`src/rtl/mnep_pkg.sv`:
```
// shared types, constants and helper functions for the midi note event parser
// no dependencies; imported by mnep_step and midi_note_event_parser_unit

package mnep_pkg;

   // byte codes
   localparam logic [7:0] SysexStart    = 8'hF0;
   localparam logic [7:0] SysexEnd      = 8'b11110111;
   localparam logic [7:0] SysCommonLow  = 8'b11110001;
   localparam logic [7:0] RealTimeLow   = 8'hF8;
   localparam logic [7:0] SystemLow     = 8'b11110000;

   // channel message commands (upper nibble)
   localparam logic [3:0] CmdNoteOff    = 4'h8;
   localparam logic [3:0] CmdNoteOn     = 4'h9;
   localparam logic [3:0] CmdPitchBend  = 4'hE;
   localparam logic [3:0] CmdProgram    = 4'hC;
   localparam logic [3:0] CmdPressure   = 4'hD;

   typedef struct packed {
      logic [7:0] current_status;
      logic [6:0] first_data;
      logic [1:0] bytes_collected;
      logic [1:0] bytes_expected;
      logic       inside_sysex;
   } parser_state_type;

   typedef struct packed {
      logic       is_note_on;
      logic [6:0] note_number;
      logic [6:0] note_velocity;
   } note_event_type;

   typedef struct packed {
      logic           valid;
      note_event_type event_data;
   } step_result_type;

   // data bytes that follow a given status byte
   function automatic logic [1:0] data_count_for(input logic [7:0] status);
      logic [1:0] count;
      case (status[7:4]) inside
         CmdProgram, CmdPressure:       count = 2'd1;
         [CmdNoteOff:CmdPitchBend]:     count = 2'd2;
         default:                       count = 2'd0;
      endcase
      return count;
   endfunction

endpackage

```
`src/rtl/mnep_step.sv`:
```
// next-state and note event decode for one received byte
// depends on mnep_pkg

module mnep_step
   import mnep_pkg::*;
(
   input  logic [7:0]       rx_byte,
   input  logic [3:0]       listen_channel,
   input  parser_state_type state_cur,
   output parser_state_type state_next,
   output step_result_type  result
);

   logic [1:0] count_inc;
   logic [6:0] rx_payload;
   logic       handled;

   assign rx_payload = rx_byte[6:0];
   assign count_inc  = state_cur.bytes_collected + 2'd1;

   always_comb begin
      state_next = state_cur;
      result     = '0;
      handled    = 1'b0;

      if (rx_byte < RealTimeLow) begin
         // sysex: end marker and data are swallowed, other status bytes drop out
         if (state_cur.inside_sysex) begin
            if (rx_byte == SysexEnd) begin
               state_next.inside_sysex = 1'b0;
               handled                 = 1'b1;
            end else if (!rx_byte[7]) begin
               handled = 1'b1;
            end else begin
               state_next.inside_sysex = 1'b0;
            end
         end

         if (!handled) begin
            if (rx_byte[7]) begin
               state_next.bytes_collected = 2'd0;
               if (rx_byte == SysexStart) begin
                  state_next.inside_sysex   = 1'b1;
                  state_next.current_status = 8'd0;
                  state_next.bytes_expected = 2'd0;
               end else if (rx_byte >= SysCommonLow) begin
                  state_next.current_status = 8'd0;
                  state_next.bytes_expected = 2'd0;
               end else begin
                  state_next.current_status = rx_byte;
                  state_next.bytes_expected = data_count_for(rx_byte);
               end
            end else if (state_cur.current_status != 8'd0) begin
               if (state_cur.bytes_collected >= 2'd2) begin
                  state_next.bytes_collected = 2'd0;
               end else begin
                  if (state_cur.bytes_collected == 2'd0) begin
                     state_next.first_data = rx_payload;
                  end
                  if (count_inc < state_cur.bytes_expected) begin
                     state_next.bytes_collected = count_inc;
                  end else begin
                     state_next.bytes_collected = 2'd0;
                     if (state_cur.current_status < SystemLow &&
                         state_cur.current_status[3:0] == listen_channel) begin
                        result.event_data.note_number =
                           (state_cur.bytes_collected == 2'd0) ? rx_payload
                                                               : state_cur.first_data;
                        result.event_data.note_velocity = rx_payload;
                        if (state_cur.current_status[7:4] == CmdNoteOn) begin
                           result.valid                 = 1'b1;
                           result.event_data.is_note_on = (rx_payload != 7'd0);
                        end else if (state_cur.current_status[7:4] == CmdNoteOff) begin
                           result.valid                 = 1'b1;
                           result.event_data.is_note_on = 1'b0;
                        end
                     end
                  end
               end
            end
         end
      end
   end

endmodule

```
`src/rtl/midi_note_event_parser_unit.sv`:
```
// top level of the midi note event parser: parser state, result register and skid stage
// depends on mnep_pkg and mnep_step

// Takes one received MIDI byte per transaction on the req_ channel and reports
// Note On / Note Off messages for the channel held in the listen channel register
// as transactions on the rsp_ channel. Running status is supported, real-time
// bytes are dropped anywhere in the stream, SysEx content is skipped and system
// common bytes cancel running status. A Note On with velocity zero is reported
// with rsp_is_note_on low. Each byte is decoded in the cycle it is accepted and
// any event is registered in the result register, or in the skid stage when the
// result register is stalled, so the block takes one byte per clock cycle while
// req_ready is high. A one-entry skid stage behind the result register lets the
// block keep taking bytes while a result waits; req_ready drops only when both
// the result register and the skid stage hold events. The listen channel is
// written through the csr_ channel, which is always ready, and should only be
// changed while no transaction is in flight.

module midi_note_event_parser_unit
   import mnep_pkg::*;
(
   input  logic       clock,
   input  logic       reset,

   // received byte transactions
   input  logic       req_valid,
   output logic       req_ready,
   input  logic [7:0] req_rx_byte,

   // note event transactions
   output logic       rsp_valid,
   input  logic       rsp_ready,
   output logic       rsp_is_note_on,
   output logic [6:0] rsp_note_number,
   output logic [6:0] rsp_note_velocity,

   // listen channel register write
   input  logic       csr_valid,
   output logic       csr_ready,
   input  logic [3:0] csr_listen_channel
);

   // configuration
   logic [3:0]       listen_channel_ff;

   // parser state
   parser_state_type state_ff;
   parser_state_type state_in;
   step_result_type  step_result;

   // result register and skid stage
   logic             out_valid_ff;
   logic             out_valid_in;
   note_event_type   out_data_ff;
   note_event_type   out_data_in;
   logic             skid_valid_ff;
   logic             skid_valid_in;
   note_event_type   skid_data_ff;
   note_event_type   skid_data_in;

   logic             req_accept;
   logic             new_event;
   logic             out_free;

   assign csr_ready  = 1'b1;
   assign req_ready  = !skid_valid_ff;
   assign req_accept = req_valid && req_ready;
   assign new_event  = req_accept && step_result.valid;
   // result register can load when empty or being drained this cycle
   assign out_free   = !out_valid_ff || rsp_ready;

   mnep_step u_step (
      .rx_byte        (req_rx_byte),
      .listen_channel (listen_channel_ff),
      .state_cur      (state_ff),
      .state_next     (state_in),
      .result         (step_result)
   );

   always_comb begin
      out_valid_in  = out_valid_ff;
      out_data_in   = out_data_ff;
      skid_valid_in = skid_valid_ff;
      skid_data_in  = skid_data_ff;

      if (out_free) begin
         if (skid_valid_ff) begin
            // waiting event moves up; no byte is taken while the skid is full
            out_valid_in  = 1'b1;
            out_data_in   = skid_data_ff;
            skid_valid_in = 1'b0;
         end else begin
            out_valid_in = new_event;
            out_data_in  = step_result.event_data;
         end
      end else if (new_event) begin
         // result register stalled: park the fresh event in the skid stage
         skid_valid_in = 1'b1;
         skid_data_in  = step_result.event_data;
      end
   end

   always_ff @(posedge clock) begin
      if (reset) begin
         listen_channel_ff <= 4'd0;
         state_ff          <= '0;
         out_valid_ff      <= 1'b0;
         skid_valid_ff     <= 1'b0;
      end else begin
         if (csr_valid && csr_ready) begin
            listen_channel_ff <= csr_listen_channel;
         end
         if (req_accept) begin
            state_ff <= state_in;
         end
         out_valid_ff  <= out_valid_in;
         skid_valid_ff <= skid_valid_in;
      end
   end

   // payload registers, no reset needed
   always_ff @(posedge clock) begin
      out_data_ff  <= out_data_in;
      skid_data_ff <= skid_data_in;
   end

   assign rsp_valid         = out_valid_ff;
   assign rsp_is_note_on    = out_data_ff.is_note_on;
   assign rsp_note_number   = out_data_ff.note_number;
   assign rsp_note_velocity = out_data_ff.note_velocity;

endmodule

```
`config.mk`:
```
export PLATFORM = sky130hd
export DESIGN_NAME = midi_note_event_parser_unit
export DESIGN_NICKNAME = d
export VERILOG_FILES = /design/src/rtl/mnep_pkg.sv /design/src/rtl/mnep_step.sv /design/src/rtl/midi_note_event_parser_unit.sv
export SDC_FILE = /design/constraint.sdc
export NUM_CORES = 1
export LEC_CHECK = 0
export BUFFER_PORTS_ARGS = -buffer_cell sky130_fd_sc_hd__buf_2
export CAP_MARGIN = 20
export CORE_MARGIN = 2
export CORE_UTILIZATION = 45
export CTS_BUF_LIST = sky130_fd_sc_hd__clkbuf_16
export DETAILED_ROUTE_END_ITERATION = 8
export GPL_TIMING_DRIVEN = 0
export PLACE_DENSITY = 0.74
export SYNTH_ARGS = -nofsm -noshare
export SYNTH_HDL_FRONTEND = slang
export SYNTH_SLANG_ARGS = --single-unit
```
`constraint.sdc`:
```
create_clock -name clock -period 3.5 [get_ports clock]
set_input_delay 0.525 -clock clock [delete_from_list [all_inputs] [get_ports clock]]
set_output_delay 0.525 -clock clock [all_outputs]
set_load 0.02 [all_outputs]
```
==> summary.log, run 1 <==
qor: critical_path.critical_path.endpoint_type register
qor: clocking.ctsRootBufferMaster sky130_fd_sc_hd__clkbuf_16
qor: yosys.syn_area_per_cell 11.0 sq um
qor: worst_hold_path.min_path_type reg2reg
qor: yosys.yosysTopAreaCell sky130_fd_sc_hd__edfxtp_1
qor: timing.slew_headroom 43.1%
qor: run_status.status completed
qor: global_route.antenna_found_initial 0
qor: floorplanning.chipWidth 80.8 microns
qor: layout.finalCoreUtilization 54.5%
qor: power.power_report.internal_total 1.04 mW
qor: critical_path.critical_path_required 3500 ps
qor: critical_path.crit_type reg2reg
qor: layout.fin_nets 299
qor: layout.antennaDiodeCount 0
qor: power.ir_worst_vdd 0.212 mV
qor: placed_design.dp.cells 344
qor: critical_path.register_to_register_setup_slack 1060 ps
qor: placed_design.placedInstanceArea 2910 sq um
qor: yosys.synth_top_cell_area_share 34.0%
qor: yosys.synthTopCellsByCount 30 x sky130_fd_sc_hd__edfxtp_1, 26 x sky130_fd_sc_hd__dfxtp_1, 24 x sky130_fd_sc_hd__nor2_1, 22 x sky130_fd_sc_hd__nand2_1, 20 x sky130_fd_sc_hd__mux2i_1
qor: floorplanning.start_util 47.3%
qor: layout.area.growth.synth_to_final 15.3%
qor: clocking.worst_skew_pair.late_latency 290 ps
qor: floorplanning.fp.dieArea 6520 sq um
qor: routing.routed_via_density 5.16
qor: routing.drtPass1Iterations 4
qor: power.p_sw 0.324 mW
qor: global_route.number_of_global_route_vias_before_repair 1,736
qor: yosys.synth_enable_flop_cells 30
qor: global_route.groute.usage.overall 16.7%
qor: power.proportion_of_power_drawn_by_the_clock_network 35.4%
qor: power.power.combinational.fraction 11.4%
qor: yosys.synth.lib_cells_used.distinct 42
qor: routing.wl_per_cell 13.9 microns
qor: floorplanning.placementRows 27
qor: routing.detailroute.via_count 1,815
qor: timing.grt_setup_unrepaired no
qor: yosys.synthCells 240
qor: timing.final_min_period_over_clock_period 69.6%
qor: clocking.clockBufferDepth 2
qor: layout.layout-drive-gt1-share 22.9%
qor: layout.final_area 3060 sq um
qor: yosys.post_synth_main_area_contributors sky130_fd_sc_hd__edfxtp_1 34%, sky130_fd_sc_hd__dfxtp_1 20%, sky130_fd_sc_hd__mux2i_1 7.6%
qor: timing.max_slew.worst_pin.slew 853 ps
qor: yosys.synthArstFlopShare 0%
qor: placed_design.hpwlAfterDp 3670 microns
qor: timing.fin_setup_tns 0 ps
qor: routing.ant_nets 0
qor: timing.report.final.setup_viol 0
qor: yosys.synth.yosys.seq_area_share 53.6%
qor: yosys.syn_area 2650 sq um
qor: power.p_leak 1.27 nW
qor: clocking.cts_hold_buf 0
qor: timing.finClkSkew 2.85 ps
qor: clocking.h-tree-depth 2
qor: timing.drv_slew 0
qor: yosys.ys_warn_count 0
qor: placed_design.io_buffer_count 31
qor: critical_path.worstPathMaxFanout 15
qor: run.max_cap_violations 0
qor: yosys.synth_flop_cell sky130_fd_sc_hd__edfxtp_1
qor: timing.final.min_clock_period 2440 ps
qor: clocking.tritoncts built
qor: yosys.ys_seq_elements 56
qor: global_route.grt_start_max_net_pins 20
qor: routing.drc 0
qor: floorplanning.die-height 80.8 microns
qor: placed_design.gpl.final_weighted_congestion 0.922
qor: routing.drt-initial-drc-count 92
qor: critical_path.crit_path_start_kind register
qor: clocking.post_cts_repair_setup_buffers 0
qor: power.pwr_density_cell 446 nW/um^2
qor: timing.clock.fmax 411 MHz
qor: clocking.cts.clk_slew.worst_paths 70 ps
qor: clocking.number_of_buffers_inserted_during_clock_tree_synthesis 5
qor: timing.hold_viol_final 0
qor: routing.finalWirelength 4890 microns
qor: power.power.sequential.fraction 53.2%
qor: critical_path.timing.critical_path.arrival 2430 ps
qor: floorplanning.io_pins 35
qor: floorplanning.core_area 5610 sq um
qor: yosys.post_synthesis_net_count 260
qor: yosys.synth.most_common_cell sky130_fd_sc_hd__edfxtp_1
qor: layout.finish.cell_count_without_fillers 352
qor: global_route.grt_pass1_wl 8280 microns
qor: power.switching_share 23.8%
qor: clocking.post_cts_resized 0
qor: clocking.tritoncts_num_sinks 56
qor: global_route.grt_remaining_overflow 0
## stage by stage
step | setup WS [ps] | power, mW | hold slack [ps]
after global placement | 33.4 | 0.890 | 442
final | 1060 | 1.36 | 461
after CTS | 1060 | 1.37 | 464
after global routing | 922 | 1.42 | 485
after detailed placement | 1070 | 0.894 | 455
after floorplan | 447 | 0.847 | 432
## power by group through the flow
stage               Combinational, mW  Clock, mW  Sequential, mW
floorplan                      0.0956          0           0.751
global placement                0.152          0           0.738
detailed placement              0.155          0           0.739
CTS                             0.156      0.493           0.724
global route                    0.172      0.526           0.726
finish                          0.156      0.482           0.724
## logic make-up after synthesis
| logic type | count (synthesis) | synth area share [%] |
|---|---|---|
| AOI/OAI and AO/OA | 39 | 13.5 |
| xor gates and xnor gates | 4 | 1.32 |
| adders and majority gates | 3 | 1.42 |
| buffers and inverters | 27 | 4.72 |
| DFF | 56 | 53.6 |
| muxes | 20 | 7.55 |
| other | 1 | 0.141 |
| and+or+nand+nor | 90 | 17.7 |
## final timing paths
kind / to / from / depth (start not counted)
hold / removal: state_ff[2] / state_ff[2] / 2
setup / recovery: skid_data_ff[12] / state_ff[4] / 8
hold reg to reg: state_ff[2] / state_ff[2] / 2
setup reg to reg: skid_data_ff[12] / state_ff[4] / 8
## cells in the final DEF (no fill, tap or decap), types with 2 or more instances in the layout
cell	n
sky130_fd_sc_hd__edfxtp_1	30
sky130_fd_sc_hd__clkbuf_16	5
sky130_fd_sc_hd__o31ai_1	5
sky130_fd_sc_hd__nand4_1	4
sky130_fd_sc_hd__nand3_1	5
sky130_fd_sc_hd__and3_1	2
sky130_fd_sc_hd__nor2_1	24
sky130_fd_sc_hd__o31ai_2	11
sky130_fd_sc_hd__nor3_2	2
sky130_fd_sc_hd__clkinvlp_4	2
sky130_fd_sc_hd__buf_2	32
sky130_fd_sc_hd__a22o_1	6
sky130_fd_sc_hd__ha_1	3
sky130_fd_sc_hd__xnor2_1	4
sky130_fd_sc_hd__a21oi_1	5
sky130_fd_sc_hd__nand2_1	22
sky130_fd_sc_hd__nor3_1	2
sky130_fd_sc_hd__clkbuf_1	9
sky130_fd_sc_hd__buf_6	3
sky130_fd_sc_hd__nand2b_1	18
sky130_fd_sc_hd__or3_1	2
sky130_fd_sc_hd__mux2i_1	20
sky130_fd_sc_hd__a21o_1	4
sky130_fd_sc_hd__inv_1	12
sky130_fd_sc_hd__dfxtp_1	26
sky130_fd_sc_hd__nor4_1	2
sky130_fd_sc_hd__buf_4	2
## layout make-up
class	instances	area, sq um
Buffer	15	80.1
Clock buffer	5	125
Clock inverter	3	18.8
Fill cell	519	2550
Inverter	12	45.0
Multi-Input combinational cell	157	1110
Sequential cell	56	1420
Tap cell	72	90.1
Timing Repair Buffer	32	166
## state kept, by name (all words and copies together), names as in the netlist
register,flops
listen_channel_ff,4
state_ff,20
rsp_note_number,7
skid_valid_ff,1
rsp_valid,1
rsp_note_velocity,7
skid_data_ff,15
rsp_is_note_on,1
## critical path, stage by stage, from the launching register on
cell	delay (ps)
sky130_fd_sc_hd__dfxtp_1	430
sky130_fd_sc_hd__inv_1	70
sky130_fd_sc_hd__ha_1	290
sky130_fd_sc_hd__ha_1	270
sky130_fd_sc_hd__a21boi_0	360
sky130_fd_sc_hd__o2111a_2	280
sky130_fd_sc_hd__nand2_1	70
sky130_fd_sc_hd__nor3_2	170
sky130_fd_sc_hd__buf_6	200
## layer usage
layer  track usage (%)  share of wire, %  up-vias
li1                  -                 -      935
met1              22.8                47      835
met2              26.7                47       36
met3              3.00               3.7        9
met4              6.27               1.8        0
met5                 0                 0        -
Power figures use the tool's default switching activity.
==> run 2: changes to the inputs <==
--- a/config.mk
+++ b/config.mk
@@ -12,7 +12,7 @@
 export CTS_BUF_LIST = sky130_fd_sc_hd__clkbuf_16
 export DETAILED_ROUTE_END_ITERATION = 8
 export GPL_TIMING_DRIVEN = 0
-export PLACE_DENSITY = 0.74
+export PLACE_DENSITY = 0.76
 export SYNTH_ARGS = -nofsm -noshare
 export SYNTH_HDL_FRONTEND = slang
 export SYNTH_SLANG_ARGS = --single-unit
==> constraint.sdc (replaced) <==
create_clock -name clock -period 2 [get_ports clock]
set_input_delay 0.3 -clock clock [delete_from_list [all_inputs] [get_ports clock]]
set_output_delay 0.3 -clock clock [all_outputs]
set_load 0.02 [all_outputs]
==> summary.log, run 2 (synthesis gave the netlist of run 1 again) <==
qor: run_status.status completed
qor: global_route.grt_pass1_wl 8750 microns
qor: floorplanning.start_util 47.3%
qor: critical_path.cpLargestDelayFamily compound AO/OA/AOI/OAI gates
qor: timing.slew_headroom 35.6%
qor: floorplanning.die-height 80.8 microns
qor: critical_path.crit_type reg2reg
qor: clocking.number_of_buffers_inserted_during_clock_tree_synthesis 5
qor: power.p_sw 0.623 mW
qor: layout.most_common_cell_after_layout_fill_and_taps_aside sky130_fd_sc_hd__buf_2
qor: critical_path.worstPathMaxFanout 10
qor: clocking.ctsRootBufferMaster sky130_fd_sc_hd__clkbuf_16
qor: power.pwr_density_cell 747 nW/um^2
qor: layout.final_area 3320 sq um
qor: power.power_report.internal_total 1.86 mW
qor: layout.reg_top3 state_ff (20), skid_data_ff (15)
qor: global_route.antenna_found_initial 0
qor: routing.wl_per_cell 14.8 microns
qor: timing.final.min_clock_period 1990 ps
qor: critical_path.register_to_register_setup_slack 5 ps
qor: layout.number_of_flip_flops_under_the_largest_register_name 20
qor: critical_path.reg2reg_from state_ff[4]
qor: critical_path.crit_path_start_kind register
qor: critical_path.critical_path.endpoint_type register
qor: layout.layout-drive-gt1-share 29.7%
qor: global_route.groute.usage.overall 17.7%
qor: timing.hold_viol_final 0
qor: timing.max_slew.worst_pin.slew 967 ps
qor: timing.drv_slew 0
qor: run.max_cap_violations 0
qor: routing.finalWirelength 5290 microns
qor: timing.final.hold.worst_slack 241 ps
qor: timing.report.final.setup_viol 0
qor: critical_path.critical-path-top-cell-by-count sky130_fd_sc_hd__ha_4
qor: clocking.tritoncts_num_sinks 56
qor: placed_design.io_buffer_count 31
qor: global_route.grt_start_max_net_pins 20
qor: power.p_leak 1.38 nW
qor: global_route.grt_remaining_overflow 0
qor: clocking.tritoncts built
qor: critical_path.worstReg2RegEnd rsp_note_number[0]
qor: layout.antennaDiodeCount 0
qor: critical_path.timing.critical_path.arrival 2120 ps
qor: critical_path.timing.reg2reg.worst_path_depth 8
qor: timing.final_min_period_over_clock_period 99.7%
qor: layout.max_flop_register state_ff
qor: floorplanning.chipWidth 80.8 microns
qor: timing.fin_setup_tns 0 ps
qor: critical_path.crit_end rsp_note_number[0]
qor: floorplanning.core_area 5610 sq um
qor: routing.ant_nets 0
qor: routing.routed_via_density 5.25
qor: layout.fin_nets 305
qor: placed_design.placedInstanceArea 2950 sq um
qor: layout.num-fill-cells 483
qor: critical_path.critical_path_buf_inv_count 2
qor: power.power.combinational.fraction 13.2%
qor: clocking.cts_hold_buf 0
qor: power.switching_share 25.1%
qor: routing.drc 0
qor: routing.drtPass1Iterations 4
qor: global_route.number_of_global_route_vias_before_repair 1,833
qor: power.proportion_of_power_drawn_by_the_clock_network 35.8%
qor: floorplanning.placementRows 27
qor: clocking.worst_skew_pair.late_latency 290 ps
qor: layout.area.growth.synth_to_final 25.2%
qor: routing.drt-initial-drc-count 99
qor: critical_path.timing.critical_path.slowest_stage_cell sky130_fd_sc_hd__dfxtp_4
qor: routing.detailroute.via_count 1,879
qor: clocking.clockBufferDepth 2
qor: clocking.h-tree-depth 2
qor: critical_path.critical_path_depth 8
qor: placed_design.gpl.final_weighted_congestion 0.948
qor: timing.clock.fmax 501 MHz
qor: timing.grt_setup_unrepaired yes
qor: power.power.sequential.fraction 51.0%
qor: clocking.cts.clk_slew.worst_paths 70 ps
qor: floorplanning.io_pins 35
qor: critical_path.critical_path_required 2130 ps
qor: timing.finClkSkew 6.87 ps
qor: power.ir_worst_vdd 0.478 mV
qor: placed_design.hpwlAfterDp 3830 microns
qor: layout.layout.cells.most_common_list 31 x sky130_fd_sc_hd__buf_2, 30 x sky130_fd_sc_hd__edfxtp_1, 24 x sky130_fd_sc_hd__nor2_1, 24 x sky130_fd_sc_hd__dfxtp_1, 21 x sky130_fd_sc_hd__nand2_1
qor: worst_hold_path.min_path_type in2reg
qor: critical_path.critPathLaunch state_ff[4]
qor: critical_path.timing.critical_path.slowest_cell_delay 350 ps
qor: critical_path.worstPathCellList inv_2, ha_4, ha_4, a21boi_4, o2111a_2, nand3_4, buf_12, o31ai_2
qor: floorplanning.fp.dieArea 6520 sq um
## run 2: power groups by stage
stage	clock network (mW)	logic, mW	registers (mW)
finish	0.889	0.327	1.26
detailed placement	0	0.277	1.29
CTS	0.898	0.287	1.26
global route	0.938	0.357	1.27
floorplan	0	0.173	1.31
global placement	0	0.272	1.29
## run 2: worst min path at each step
stage / endpoint / from / slack (ps) / cells past startpoint
final: listen_channel_ff[1] / csr_listen_channel[1] / 240 / 3
after global routing: listen_channel_ff[1] / csr_listen_channel[1] / 280 / 3
after CTS: listen_channel_ff[1] / csr_listen_channel[1] / 240 / 3
after detailed placement: state_ff[2] / state_ff[2] / 450 / 2
after global placement: state_ff[2] / state_ff[2] / 450 / 2
after floorplan: state_ff[2] / state_ff[2] / 430 / 2
## run 2: cell type report
cell class	instances	area [sq um]	share of cell area (%)
flip-flops and latches	56	1430	43.0
well taps	72	90.1	2.71
repair buffers	38	215	6.48
clock buffers	5	125	3.77
inverters	12	47.5	1.43
multi-input cells	157	1280	38.7
plain buffers	15	103	3.09
clock inverters	3	27.5	0.829
## run 2: timing repair
action,CTS,global route
buffers inserted,6,2
pin swaps,1,3
gates cloned,1,0
gates resized for setup,9,21
endpoints found under the setup margin,44,41
## run 2: per-layer routing
layer / vias to the layer above / GRT usage (%) / share of wire [%]
met5: - / 0 / 0
met4: 0 / 7.97 / 2.4
met3: 13 / 3.89 / 4.1
met2: 49 / 30.0 / 51
met1: 871 / 21.6 / 43
li1: 946 / - / -
## run 2: worst register-to-register path, stage by stage, from the launching register on
cell and delay, ps:
sky130_fd_sc_hd__dfxtp_4 350, sky130_fd_sc_hd__inv_2 40, sky130_fd_sc_hd__ha_4 240, sky130_fd_sc_hd__ha_4 250, sky130_fd_sc_hd__a21boi_4 170, sky130_fd_sc_hd__o2111a_2 260, sky130_fd_sc_hd__nand3_4 120, sky130_fd_sc_hd__buf_12 180
sky130_fd_sc_hd__o31ai_2 220
## run 2: through the flow
step | std cells | utilization [%] | power (mW) | setup slack [ps]
floorplan | 240 | - | 1.49 | -143
global placement | 343 | 52.6 | 1.56 | -289
detailed placement | 343 | 52.6 | 1.57 | -310
CTS | 358 | 57.3 | 2.45 | -111
global route | 358 | 59.2 | 2.56 | -55.5
finish | 358 | 59.2 | 2.48 | 5.00
